## src/rtl/pcdt_pkg.sv

```systemverilog
// Package for the physical confirmation unit: wait status codes,
// configuration register indexes, field widths and reset values.
// No dependencies.
package pcdt_pkg;

  localparam int unsigned HoldW    = 16;
  localparam int unsigned TimeoutW = 24;
  localparam int unsigned ModeW    = 2;
  localparam int unsigned CfgIdxW  = 3;

  typedef enum logic [2:0] {
    StIdle        = 3'd0,
    StWaiting     = 3'd1,
    StConfirmed   = 3'd2,
    StTimeout     = 3'd3,
    StNotRequired = 3'd4
  } wait_status_e;

  typedef enum logic [ModeW-1:0] {
    ModeDisabled = 2'd0,
    ModeButton   = 2'd1,
    ModeJumper   = 2'd2,
    ModeEither   = 2'd3
  } confirm_mode_e;

  typedef enum logic [CfgIdxW-1:0] {
    CfgConfirmMode = 3'd0,
    CfgButtonDeb   = 3'd1,
    CfgJumperDeb   = 3'd2,
    CfgPressMin    = 3'd3,
    CfgWaitTimeout = 3'd4
  } cfg_index_e;

  localparam logic [HoldW-1:0]    ButtonDebReset  = 16'd50;
  localparam logic [HoldW-1:0]    JumperDebReset  = 16'd10;
  localparam logic [HoldW-1:0]    PressMinReset   = 16'd100;
  localparam logic [TimeoutW-1:0] TimeoutReset    = 24'd30000;

  typedef struct packed {
    logic raw_button_low;
    logic raw_jumper_low;
    logic start_wait;
    logic password_set;
  } item_t;

endpackage

```

## src/rtl/pcdt_debounce.sv

```systemverilog
// Single-pin debouncer: hold counter with saturation, stable level follows
// the raw sample once it has been steady for the programmed tick count.
// Depends on pcdt_pkg.
module pcdt_debounce (
  input  logic                      clk_i,
  input  logic                      rst_ni,
  input  logic                      en_i,
  input  logic                      raw_i,
  input  logic [pcdt_pkg::HoldW-1:0] limit_i,
  output logic                      stable_next_o
);
  import pcdt_pkg::*;

  logic             prev_q, prev_d;
  logic             known_q, known_d;
  logic             stable_q, stable_d;
  logic [HoldW-1:0] hold_q, hold_d;

  always_comb begin
    if (!known_q || (raw_i != prev_q)) begin
      hold_d = '0;
    end else if (&hold_q) begin
      hold_d = hold_q;
    end else begin
      hold_d = hold_q + {{(HoldW-1){1'b0}}, 1'b1};
    end
    stable_d = (hold_d >= limit_i) ? raw_i : stable_q;
    prev_d   = raw_i;
    known_d  = 1'b1;
  end

  assign stable_next_o = stable_d;

  always_ff @(posedge clk_i or negedge rst_ni) begin
    if (!rst_ni) begin
      prev_q   <= 1'b0;
      known_q  <= 1'b0;
      stable_q <= 1'b0;
      hold_q   <= '0;
    end else if (en_i) begin
      prev_q   <= prev_d;
      known_q  <= known_d;
      stable_q <= stable_d;
      hold_q   <= hold_d;
    end
  end

endmodule

```

## src/rtl/physical_confirm_debounce_timeout_unit.sv

```systemverilog
// Physical confirmation unit: button/jumper debounce, minimum press hold
// and wait timeout, one millisecond tick per input transfer.
// Depends on pcdt_pkg and pcdt_debounce.
//
//   channel | handshake               | payload
//   --------+-------------------------+------------------------------------
//   tick in | in_valid_i / in_stall_o | raw_button_low, raw_jumper_low,
//           |                         | start_wait, password_set
//   result  | out_valid_o/out_stall_i | button_pressed, jumper_installed,
//           |                         | confirmed_now, wait_status
//   config  | cfg_valid_i/cfg_ready_o | cfg_index_i, cfg_data_i
//
// One tick per cycle sustained while the result is not stalled; each tick passes
// through the input register, then the debounce and wait logic feeding the result register.
// Reset clears all pin and wait state and loads the register defaults.
// A stalled result holds; the input register still takes a tick while the
// result waits, and stalls only when both stages are full.
module physical_confirm_debounce_timeout_unit (
  input  logic                          clk_i,
  input  logic                          rst_ni,
  input  logic                          in_valid_i,
  output logic                          in_stall_o,
  input  logic                          raw_button_low_i,
  input  logic                          raw_jumper_low_i,
  input  logic                          start_wait_i,
  input  logic                          password_set_i,
  output logic                          out_valid_o,
  input  logic                          out_stall_i,
  output logic                          button_pressed_o,
  output logic                          jumper_installed_o,
  output logic                          confirmed_now_o,
  output logic [2:0]                    wait_status_o,
  input  logic                          cfg_valid_i,
  output logic                          cfg_ready_o,
  input  logic [pcdt_pkg::CfgIdxW-1:0]  cfg_index_i,
  input  logic [pcdt_pkg::TimeoutW-1:0] cfg_data_i
);
  import pcdt_pkg::*;

  // configuration
  confirm_mode_e       mode_q;
  logic [HoldW-1:0]    button_deb_q, jumper_deb_q, press_min_q;
  logic [TimeoutW-1:0] timeout_q;

  assign cfg_ready_o = 1'b1;

  always_ff @(posedge clk_i or negedge rst_ni) begin
    if (!rst_ni) begin
      mode_q       <= ModeEither;
      button_deb_q <= ButtonDebReset;
      jumper_deb_q <= JumperDebReset;
      press_min_q  <= PressMinReset;
      timeout_q    <= TimeoutReset;
    end else if (cfg_valid_i && cfg_ready_o) begin
      case (cfg_index_e'(cfg_index_i))
        CfgConfirmMode: mode_q       <= confirm_mode_e'(cfg_data_i[ModeW-1:0]);
        CfgButtonDeb:   button_deb_q <= cfg_data_i[HoldW-1:0];
        CfgJumperDeb:   jumper_deb_q <= cfg_data_i[HoldW-1:0];
        CfgPressMin:    press_min_q  <= cfg_data_i[HoldW-1:0];
        CfgWaitTimeout: timeout_q    <= cfg_data_i;
        default: ;
      endcase
    end
  end

  // input stage
  logic  in_valid_q;
  item_t item_q;
  logic  out_free;
  logic  advance;

  assign out_free   = !out_valid_o || !out_stall_i;
  assign advance    = in_valid_q && out_free;
  assign in_stall_o = in_valid_q && !out_free;

  always_ff @(posedge clk_i or negedge rst_ni) begin
    if (!rst_ni) begin
      in_valid_q <= 1'b0;
    end else if (!in_stall_o) begin
      in_valid_q <= in_valid_i;
    end
  end

  always_ff @(posedge clk_i) begin
    if (!in_stall_o && in_valid_i) begin
      item_q <= '{raw_button_low: raw_button_low_i, raw_jumper_low: raw_jumper_low_i,
                  start_wait: start_wait_i, password_set: password_set_i};
    end
  end

  // debounce
  logic btn_stable, jmp_stable;

  pcdt_debounce u_btn_deb (
    .clk_i        (clk_i),
    .rst_ni       (rst_ni),
    .en_i         (advance),
    .raw_i        (item_q.raw_button_low),
    .limit_i      (button_deb_q),
    .stable_next_o(btn_stable)
  );

  pcdt_debounce u_jmp_deb (
    .clk_i        (clk_i),
    .rst_ni       (rst_ni),
    .en_i         (advance),
    .raw_i        (item_q.raw_jumper_low),
    .limit_i      (jumper_deb_q),
    .stable_next_o(jmp_stable)
  );

  // wait logic
  wait_status_e        status_q, status_d;
  logic [TimeoutW-1:0] elapsed_q, elapsed_d, elapsed_base;
  logic                press_act_q, press_act_d, press_act_base;
  logic [HoldW-1:0]    press_el_q, press_el_d, press_el_base;
  logic                use_button, use_jumper, do_tick, first, ok;
  logic                now;

  assign use_button = (mode_q == ModeButton) || (mode_q == ModeEither);
  assign use_jumper = (mode_q == ModeJumper) || (mode_q == ModeEither);

  always_comb begin
    status_d       = status_q;
    elapsed_base   = elapsed_q;
    press_act_base = press_act_q;
    press_el_base  = press_el_q;
    do_tick        = 1'b0;
    first          = 1'b0;
    ok             = 1'b0;

    if (item_q.start_wait) begin
      if ((mode_q == ModeDisabled) || item_q.password_set) begin
        status_d = StNotRequired;
      end else begin
        status_d       = StWaiting;
        elapsed_base   = '0;
        press_act_base = 1'b0;
        press_el_base  = '0;
        do_tick        = 1'b1;
        first          = 1'b1;
      end
    end else if (status_q == StWaiting) begin
      do_tick = 1'b1;
    end

    elapsed_d   = elapsed_base;
    press_act_d = press_act_base;
    press_el_d  = press_el_base;

    if (do_tick) begin
      if (!first && !(&elapsed_base)) begin
        elapsed_d = elapsed_base + {{(TimeoutW-1){1'b0}}, 1'b1};
      end
      if (elapsed_d >= timeout_q) begin
        status_d = StTimeout;
      end else begin
        if (use_button && btn_stable) begin
          if (!press_act_base) begin
            press_act_d = 1'b1;
            press_el_d  = '0;
          end else begin
            if (!(&press_el_base)) begin
              press_el_d = press_el_base + {{(HoldW-1){1'b0}}, 1'b1};
            end
            ok = (press_el_d >= press_min_q);
          end
        end else begin
          press_act_d = 1'b0;
        end
        if (use_jumper && jmp_stable) begin
          ok = 1'b1;
        end
        if (ok) begin
          status_d = StConfirmed;
        end
      end
    end

    case (mode_q)
      ModeDisabled: now = 1'b1;
      ModeButton:   now = btn_stable;
      ModeJumper:   now = jmp_stable;
      default:      now = btn_stable | jmp_stable;
    endcase
  end

  always_ff @(posedge clk_i or negedge rst_ni) begin
    if (!rst_ni) begin
      status_q    <= StIdle;
      elapsed_q   <= '0;
      press_act_q <= 1'b0;
      press_el_q  <= '0;
    end else if (advance) begin
      status_q    <= status_d;
      elapsed_q   <= elapsed_d;
      press_act_q <= press_act_d;
      press_el_q  <= press_el_d;
    end
  end

  // result register
  always_ff @(posedge clk_i or negedge rst_ni) begin
    if (!rst_ni) begin
      out_valid_o <= 1'b0;
    end else if (out_free) begin
      out_valid_o <= in_valid_q;
    end
  end

  always_ff @(posedge clk_i) begin
    if (advance) begin
      button_pressed_o   <= btn_stable;
      jumper_installed_o <= jmp_stable;
      confirmed_now_o    <= now;
      wait_status_o      <= status_d;
    end
  end

  // a stall is only raised with a full input stage
  a_stall_needs_item: assert property (@(posedge clk_i) disable iff (!rst_ni)
    in_stall_o |-> in_valid_q)
    else $error("stall raised with empty input stage");

  // a finished status only changes on a new start
  a_status_sticky: assert property (@(posedge clk_i) disable iff (!rst_ni)
    (advance && !item_q.start_wait && (status_q != StWaiting)) |=>
      (status_q == $past(status_q)))
    else $error("finished wait status changed without start");

  // a delivered result always matches the status register
  a_out_status: assert property (@(posedge clk_i) disable iff (!rst_ni)
    advance |=> (wait_status_o == status_q))
    else $error("result status differs from wait state");

  // disabled mode reports confirmation at once
  a_mode_off_now: assert property (@(posedge clk_i) disable iff (!rst_ni)
    (advance && (mode_q == ModeDisabled)) |=> confirmed_now_o)
    else $error("disabled mode must report confirmed_now");

endmodule

```

## config.mk

```make
export PLATFORM = sky130hd
export DESIGN_NAME = physical_confirm_debounce_timeout_unit
export DESIGN_NICKNAME = d
export VERILOG_FILES = /design/src/rtl/pcdt_pkg.sv /design/src/rtl/pcdt_debounce.sv /design/src/rtl/physical_confirm_debounce_timeout_unit.sv
export SDC_FILE = /design/constraint.sdc
export NUM_CORES = 1
export LEC_CHECK = 0
export BUFFER_PORTS_ARGS = -buffer_cell sky130_fd_sc_hd__buf_2
export CELL_PAD_IN_SITES_DETAIL_PLACEMENT = 1
export CELL_PAD_IN_SITES_GLOBAL_PLACEMENT = 1
export CORE_UTILIZATION = 48
export CTS_BUF_LIST = sky130_fd_sc_hd__clkbuf_4 sky130_fd_sc_hd__clkbuf_8 sky130_fd_sc_hd__clkbuf_16
export DETAILED_ROUTE_END_ITERATION = 6
export MAX_ROUTING_LAYER = met4
export PLACE_DENSITY = 0.84
export SYNTH_ARGS = -nofsm -noshare
export SYNTH_HDL_FRONTEND = slang
export SYNTH_SLANG_ARGS = --single-unit
```

## constraint.sdc

```tcl
create_clock -name clk_i -period 7.4 [get_ports clk_i]
set_input_delay 0.74 -clock clk_i [delete_from_list [all_inputs] [get_ports clk_i]]
set_output_delay 0.74 -clock clk_i [all_outputs]
set_load 0.03 [all_outputs]
```

# Yosys cells after proc, flatten, opt, wreduce, memory -nomap -nowiden

Index checks and enable logic that the tools add are counted.

Add/sub/neg operators: 4
$lt $le $gt $ge: 4
Equality and inequality tests: 10
Multiplexer cells: 42
Bitwise logic cells: 1
Reduce and logical (&&, ||, !) cells: 30

Operator list:

| cell                                                            | count |
|---|---|
| 16-bit 2-to-1 mux                                               | 15 |
| 24-bit 2-to-1 mux                                               | 5 |
| 16-bit by 1-bit adder with 16-bit output, second input constant | 3 |
| 16-bit greater-or-equal comparator                              | 3 |
| 16-bit AND reduction                                            | 3 |
| 24-bit by 1-bit adder with 24-bit output, second input constant | 1 |
| 24-bit greater-or-equal comparator                              | 1 |
| 24-bit AND reduction                                            | 1 |
| 1-bit 2-to-1 mux                                                | 16 |
| 3-bit 2-to-1 mux                                                | 5 |
| 2-bit AND reduction                                             | 5 |
| 1-bit zero test                                                 | 7 |
| 3-bit by 1-bit == test with 1-bit output, second input constant | 2 |
| 3-bit by 2-bit == test with 1-bit output, second input constant | 2 |
| 1-bit logical AND                                               | 6 |
| 1-bit logical OR                                                | 6 |
| 2-bit == test, second input constant                            | 2 |
| 3-bit == test, second input constant                            | 1 |
| 3-bit zero test                                                 | 1 |
| 1-bit one-hot mux with 3 select lines                           | 1 |
| 2-bit by 1-bit == test with 1-bit output, second input constant | 1 |
| 2-bit zero test                                                 | 1 |
| 1-bit inequality test                                           | 2 |
| 1-bit bitwise OR                                                | 1 |

Bits in registers: 167
Bits of input ports: 36
Output and inout port bits: 9
Logic and storage cells: 117

# Longest topological paths before layout

Word-level depth: 21
Mapped depth: 25
Mapped depth without buffers: 21

# By module

From an unflattened synthesis, not the netlist that was laid out.

Cell total of the unflattened synthesis: 1175
Area, all modules: 11044.3 um^2

By module, submodules not included:

| module                                 | times used | cells each | area an instance (um^2) | sequential area each (um^2) |
|---|---|---|---|---|
| physical_confirm_debounce_timeout_unit | 1          | 761        | 7576.0                  | 3324.4 |
| pcdt_debounce                          | 2          | 207        | 1734.2                  | 475.5 |

# Worst setup path after synthesis

No wires, ideal clock.

Kind: register -> register
Start point: register mode_q[1]
End point: register press_el_q[10]
Data arrival time: 5.227 ns
Required time: 7.279 ns
Path slack: 2.052 ns
Cell stages (with the launch flop): 26
Path buffers: 4
Clock period less this slack: 5.348 ns
Cells stage by stage: dfstp_2 > or2_0 > buf_2 > nand2_1 > clkbuf_1 > buf_1 > and2_1 > ha_1 > nand2_1 > a2111oi_2 > a21boi_2 > and2_1 > and3_1 > and3_1 > xnor2_1 > nor2_1 > ha_1 > nand4_1 > or4_1 > or4_1 > a21oi_2 > nor2_2 > nand3_4 > nor2_1 > buf_4 > a22o_1

Word-level cells in the longest chain between the ends: 14
Elaborated cells between the ends (all ways): 34
Those cells by class: add/sub (2); order compare (1); eq/ne (2); mux (20); reduce/logical (9)

Ends and longest elaborated chain:

| element                                                                           | line                                          | text |
|---|---|---|
| start: declaration                                                                | physical_confirm_debounce_timeout_unit.sv:41  | `confirm_mode_e mode_q;` |
| start signal: assignment                                                          | physical_confirm_debounce_timeout_unit.sv:49  | `mode_q <= ModeEither;` |
| start signal: assignment                                                          | physical_confirm_debounce_timeout_unit.sv:56  | `CfgConfirmMode: mode_q <= confirm_mode_e'(cfg_data_i[ModeW-1:0]);` |
| branches (longest 13 deep; another with 24-bit by 1-bit adder with 24-bit output) | --                                            |  |
| 16-bit 2-to-1 mux (*)                                                             | physical_confirm_debounce_timeout_unit.sv:151 | `if (do_tick) begin` |
| end signal: assignment                                                            | physical_confirm_debounce_timeout_unit.sv:198 | `press_el_q <= press_el_d;` |
| end: declaration                                                                  | physical_confirm_debounce_timeout_unit.sv:116 | `logic [HoldW-1:0] press_el_q, press_el_d, press_el_base;` |

Mark *: on every way between the ends. The select of a mux whose other input is x is not followed.
A chain may end at the register's enable or synchronous reset.

# Final worst setup path

Start point: register mode_q[1]
End point: register press_el_q[6]

The elaborated chain is that of the path after synthesis.

==> metrics.md <==
| Metric | Value |
|---|---|
| Outcome | `complete, no violations` |
| CTS Buffer Depth | `2` |
| Clk pin slew, worst setup/hold paths | `0.07 ns` |
| Total Neg Setup Slack | `0 ns` |
| CTS tree | `built` |
| Clock power share | `0.357` |
| Sequential fraction of the synthesis area | `0.417` |
| Grt ovf | `0` |
| Synthesized area | `0.0102 sq mm` |
| Worst R2R Setup Slack | `1.50 ns` |
| Combinational group share of total power | `0.209` |
| Ys flop type | `dfrtp_1` |
| Leak Pwr | `0.00512 uW` |
| Post-route clock period utilization | `0.797` |
| Final hold vios | `0` |
| P_int | `1770 uW` |
| Final core occ | `0.549` |
| Drt via density | `5.91` |
| DIE HEIGHT | `148 microns` |
| Antenna-violating nets left | `0` |
| # clock sinks | `167` |
| Global-route wire length before repair | `47.7 mm` |
| Asr flop ratio synth | `0.940` |
| Gr busiest metal | `met2` |
| GR met1 Demand/Resource | `0.334` |
| P_sw | `816 uW` |
| Share of layout cells above drive strength 1 | `0.133` |
| CTS buffer count | `17` |
| Syn_area_per_cell | `8.99 sq um` |
| Clock Latency Late Sink | `0.43 ns` |
| Clock skew | `0.0120 ns` |
| FMAX | `0.169 GHz` |
| Hold-fix buffers at CTS | `0` |
| CTS Root Cell | `clkbuf_16` |
| Non-Filler Instances | `1,439` |
| Worst slew pin tran | `1.07 ns` |
| Vias in the first global route | `9,152` |
| H-tree depth | `4` |
| Peak supply drop | `0.137 mV` |
| Post-synth cell types | `72` |
| Sequential share of power | `0.434` |
| Met2 Usage GRT | `0.505` |
| Max-slew headroom | `0.286` |
| Die width | `148 microns` |
| Largest net degree at the start of global routing | `103` |
| Total track usage | `0.290` |
| Number of flops mapped to enable cells by yosys | `10` |
| Routability cong. | `0.904` |
| Via count | `8,502` |
| Drt pass-1 iters | `4` |
| CP arrival | `6.21 ns` |
| Inst Count DP | `1,407` |
| Drc violations | `0` |
| Layout area overhead | `10.5%` |
| WL per Instance | `20.2 microns` |
| Ys Warns | `0` |
| Pwr dens | `230 mW/mm^2` |
| Setup violators final | `0` |
| Final worst path period need | `5.90 ns` |
| Ports | `45` |
| Seq cells post-synth | `167` |
| Crit Path Max Fanout | `12` |
| DR iter-0 viols | `353` |
| Ant diodes | `0` |
| # rows | `52` |
| Port-buffer cells | `43` |
| Routed WL | `29.0 mm` |
| Die area | `0.0218 sq mm` |
| Setup Buffers After CTS | `0` |
| Critical path class | `reg2reg` |
| Layout filler cell count | `2,369` |
| Synth Instances | `1,132` |
| Hold Path Class | `in2async` |
| Post-CTS Resized | `0` |
| FF-to-FF Start | `mode_q[1]` |
| Slew Viols, Final | `0` |
| Met3 Use GR | `0.0438` |
| CP required | `7.71 ns` |
| Initial Util | `0.497` |
| Crit path capture type | `register` |
| Number of max-cap violations | `0` |
| Sw Ratio | `0.316` |
| Worst r2r path cells | `19` |
| CP startpoint | `mode_q[1]` |
| Worst Setup Start Kind | `register` |
| RSZ-0062 raised after global routing | `false` |
| Core box area | `0.0205 sq mm` |
| Syn Nets | `1,244` |
| Final nets | `1,268` |
| Final HPWL DP | `20.7 mm` |
| Initial antenna violation count | `0` |
## synthesized netlist by cell type, types with 3 or more instances
cell type  number  area share
inv_1          80       0.029
a21o_1          7      0.0052
ha_1           76       0.093
clkbuf_1       36       0.013
xor2_1         22       0.019
nor2b_1         3      0.0018
nand2b_1       15      0.0092
nor2_1         94       0.035
dfrtp_1       140        0.34
nand4b_1        4      0.0034
nor3b_1         3      0.0022
dfstp_2        17       0.044
o31ai_1        23       0.017
nand4_1        17       0.010
mux2_2         36       0.040
nor3_1         11      0.0054
buf_1           3      0.0011
and2_1         10      0.0061
xnor2_1        29       0.025
buf_2           5      0.0025
mux2i_1         6      0.0059
a31oi_1         9      0.0055
o21a_1          7      0.0052
nand2_1       170       0.063
or4_1           6      0.0044
a21oi_1        41       0.020
o21ai_0       112       0.055
a211oi_1       12      0.0088
nor4_1          4      0.0025
edfxtp_1       10       0.029
nand3_1        35       0.017
and3_1         19       0.012
a22o_1         23       0.020
## routing by layer
metal | part of all wire | vias to the layer above
met2 | 0.51 | 133
met5 | 0 | -
met3 | 0.027 | 61
met4 | 0.033 | 0
li1 | - | 3998
met1 | 0.43 | 4310
## cell usage in the layout (no fill, tap or decap), types with 35 or more instances in the layout
cell type / n
nand3_1: 35
mux2_2: 36
ha_1: 76
o21ai_0: 112
nand2_1: 170
a21oi_1: 41
inv_1: 80
nor2_1: 94
buf_2: 42
dfrtp_1: 140
## critical path, cell delays in order, from the launching register on
cell and delay, ns:
dfstp_2 0.58, or2_0 0.48, nand2_1 0.27, and2_1 0.23
ha_1 0.22, and3_1 0.17, nor4b_2 0.47, and3_1 0.33
nand3_1 0.15, xor2_1 0.18, nor2_1 0.07, ha_1 0.35
nand4_1 0.16, or4_1 0.57, or4_1 0.55, a21oi_2 0.18
nor2_2 0.09, nand3_4 0.11, nor2_1 0.20, a311o_1 0.40
## area by class of cell
class	count	area [sq um]	share of cell area
well taps	270	338	0.0300
inverters	80	300	0.0267
flip-flops and latches	167	4250	0.378
clock buffers	19	453	0.0403
clock inverters	13	146	0.0130
repair buffers	52	289	0.0257
multi-input cells	838	5470	0.486
## stage by stage
step                      instance area (sq um)  hold slack [ns]  total power, uW  worst slack [ns]
after floorplan                           10200            0.444             1480              2.05
after global placement                    10600            0.464             1630              1.91
after detailed placement                  10600            0.498             1670              1.60
after CTS                                 11200            0.468             2610              1.53
after global routing                      11200            0.467             2700              1.20
final                                     11200            0.409             2580              1.50
## cells by family (layout without fill, tap and decap cells)
family                     after synthesis  after routing  synth area share
and+or+nand+nor                        408            408             0.187
AOI/OAI and AO/OA                      259            259             0.162
DFF                                    167            167             0.417
buffers and inverters                  127            164            0.0489
adders and majority gates               76             76            0.0934
xor gates and xnor gates                51             51            0.0439
muxes                                   43             43            0.0471
other                                    1              1          0.000368
## sequential cells by signal, indices dropped and copies added (netlist names), 3 cells and up
register / count
elapsed_q: 24
timeout_q: 24
button_deb_q: 16
jumper_deb_q: 16
press_el_q: 16
press_min_q: 16
u_btn_deb.hold_q: 16
u_jmp_deb.hold_q: 16
item_q: 4
status_q: 3
wait_status_o: 3
## final timing paths
check	to
hold reg to reg	press_min_q[8]
setup / recovery	press_el_q[6]
min in group clk_i	item_q[3]
setup reg to reg	press_el_q[6]
max in group asynchronous	u_btn_deb.prev_q
hold / removal	elapsed_q[7]
## power groups by stage
| stage | clock, uW | sequential [uW] | combinational (uW) |
|---|---|---|---|
| detailed placement | 0 | 1140 | 531 |
| CTS | 939 | 1120 | 544 |
| floorplan | 0 | 1120 | 350 |
| finish | 922 | 1120 | 539 |
| global placement | 0 | 1130 | 499 |
| global route | 960 | 1140 | 607 |
Power figures use the tool's default switching activity.
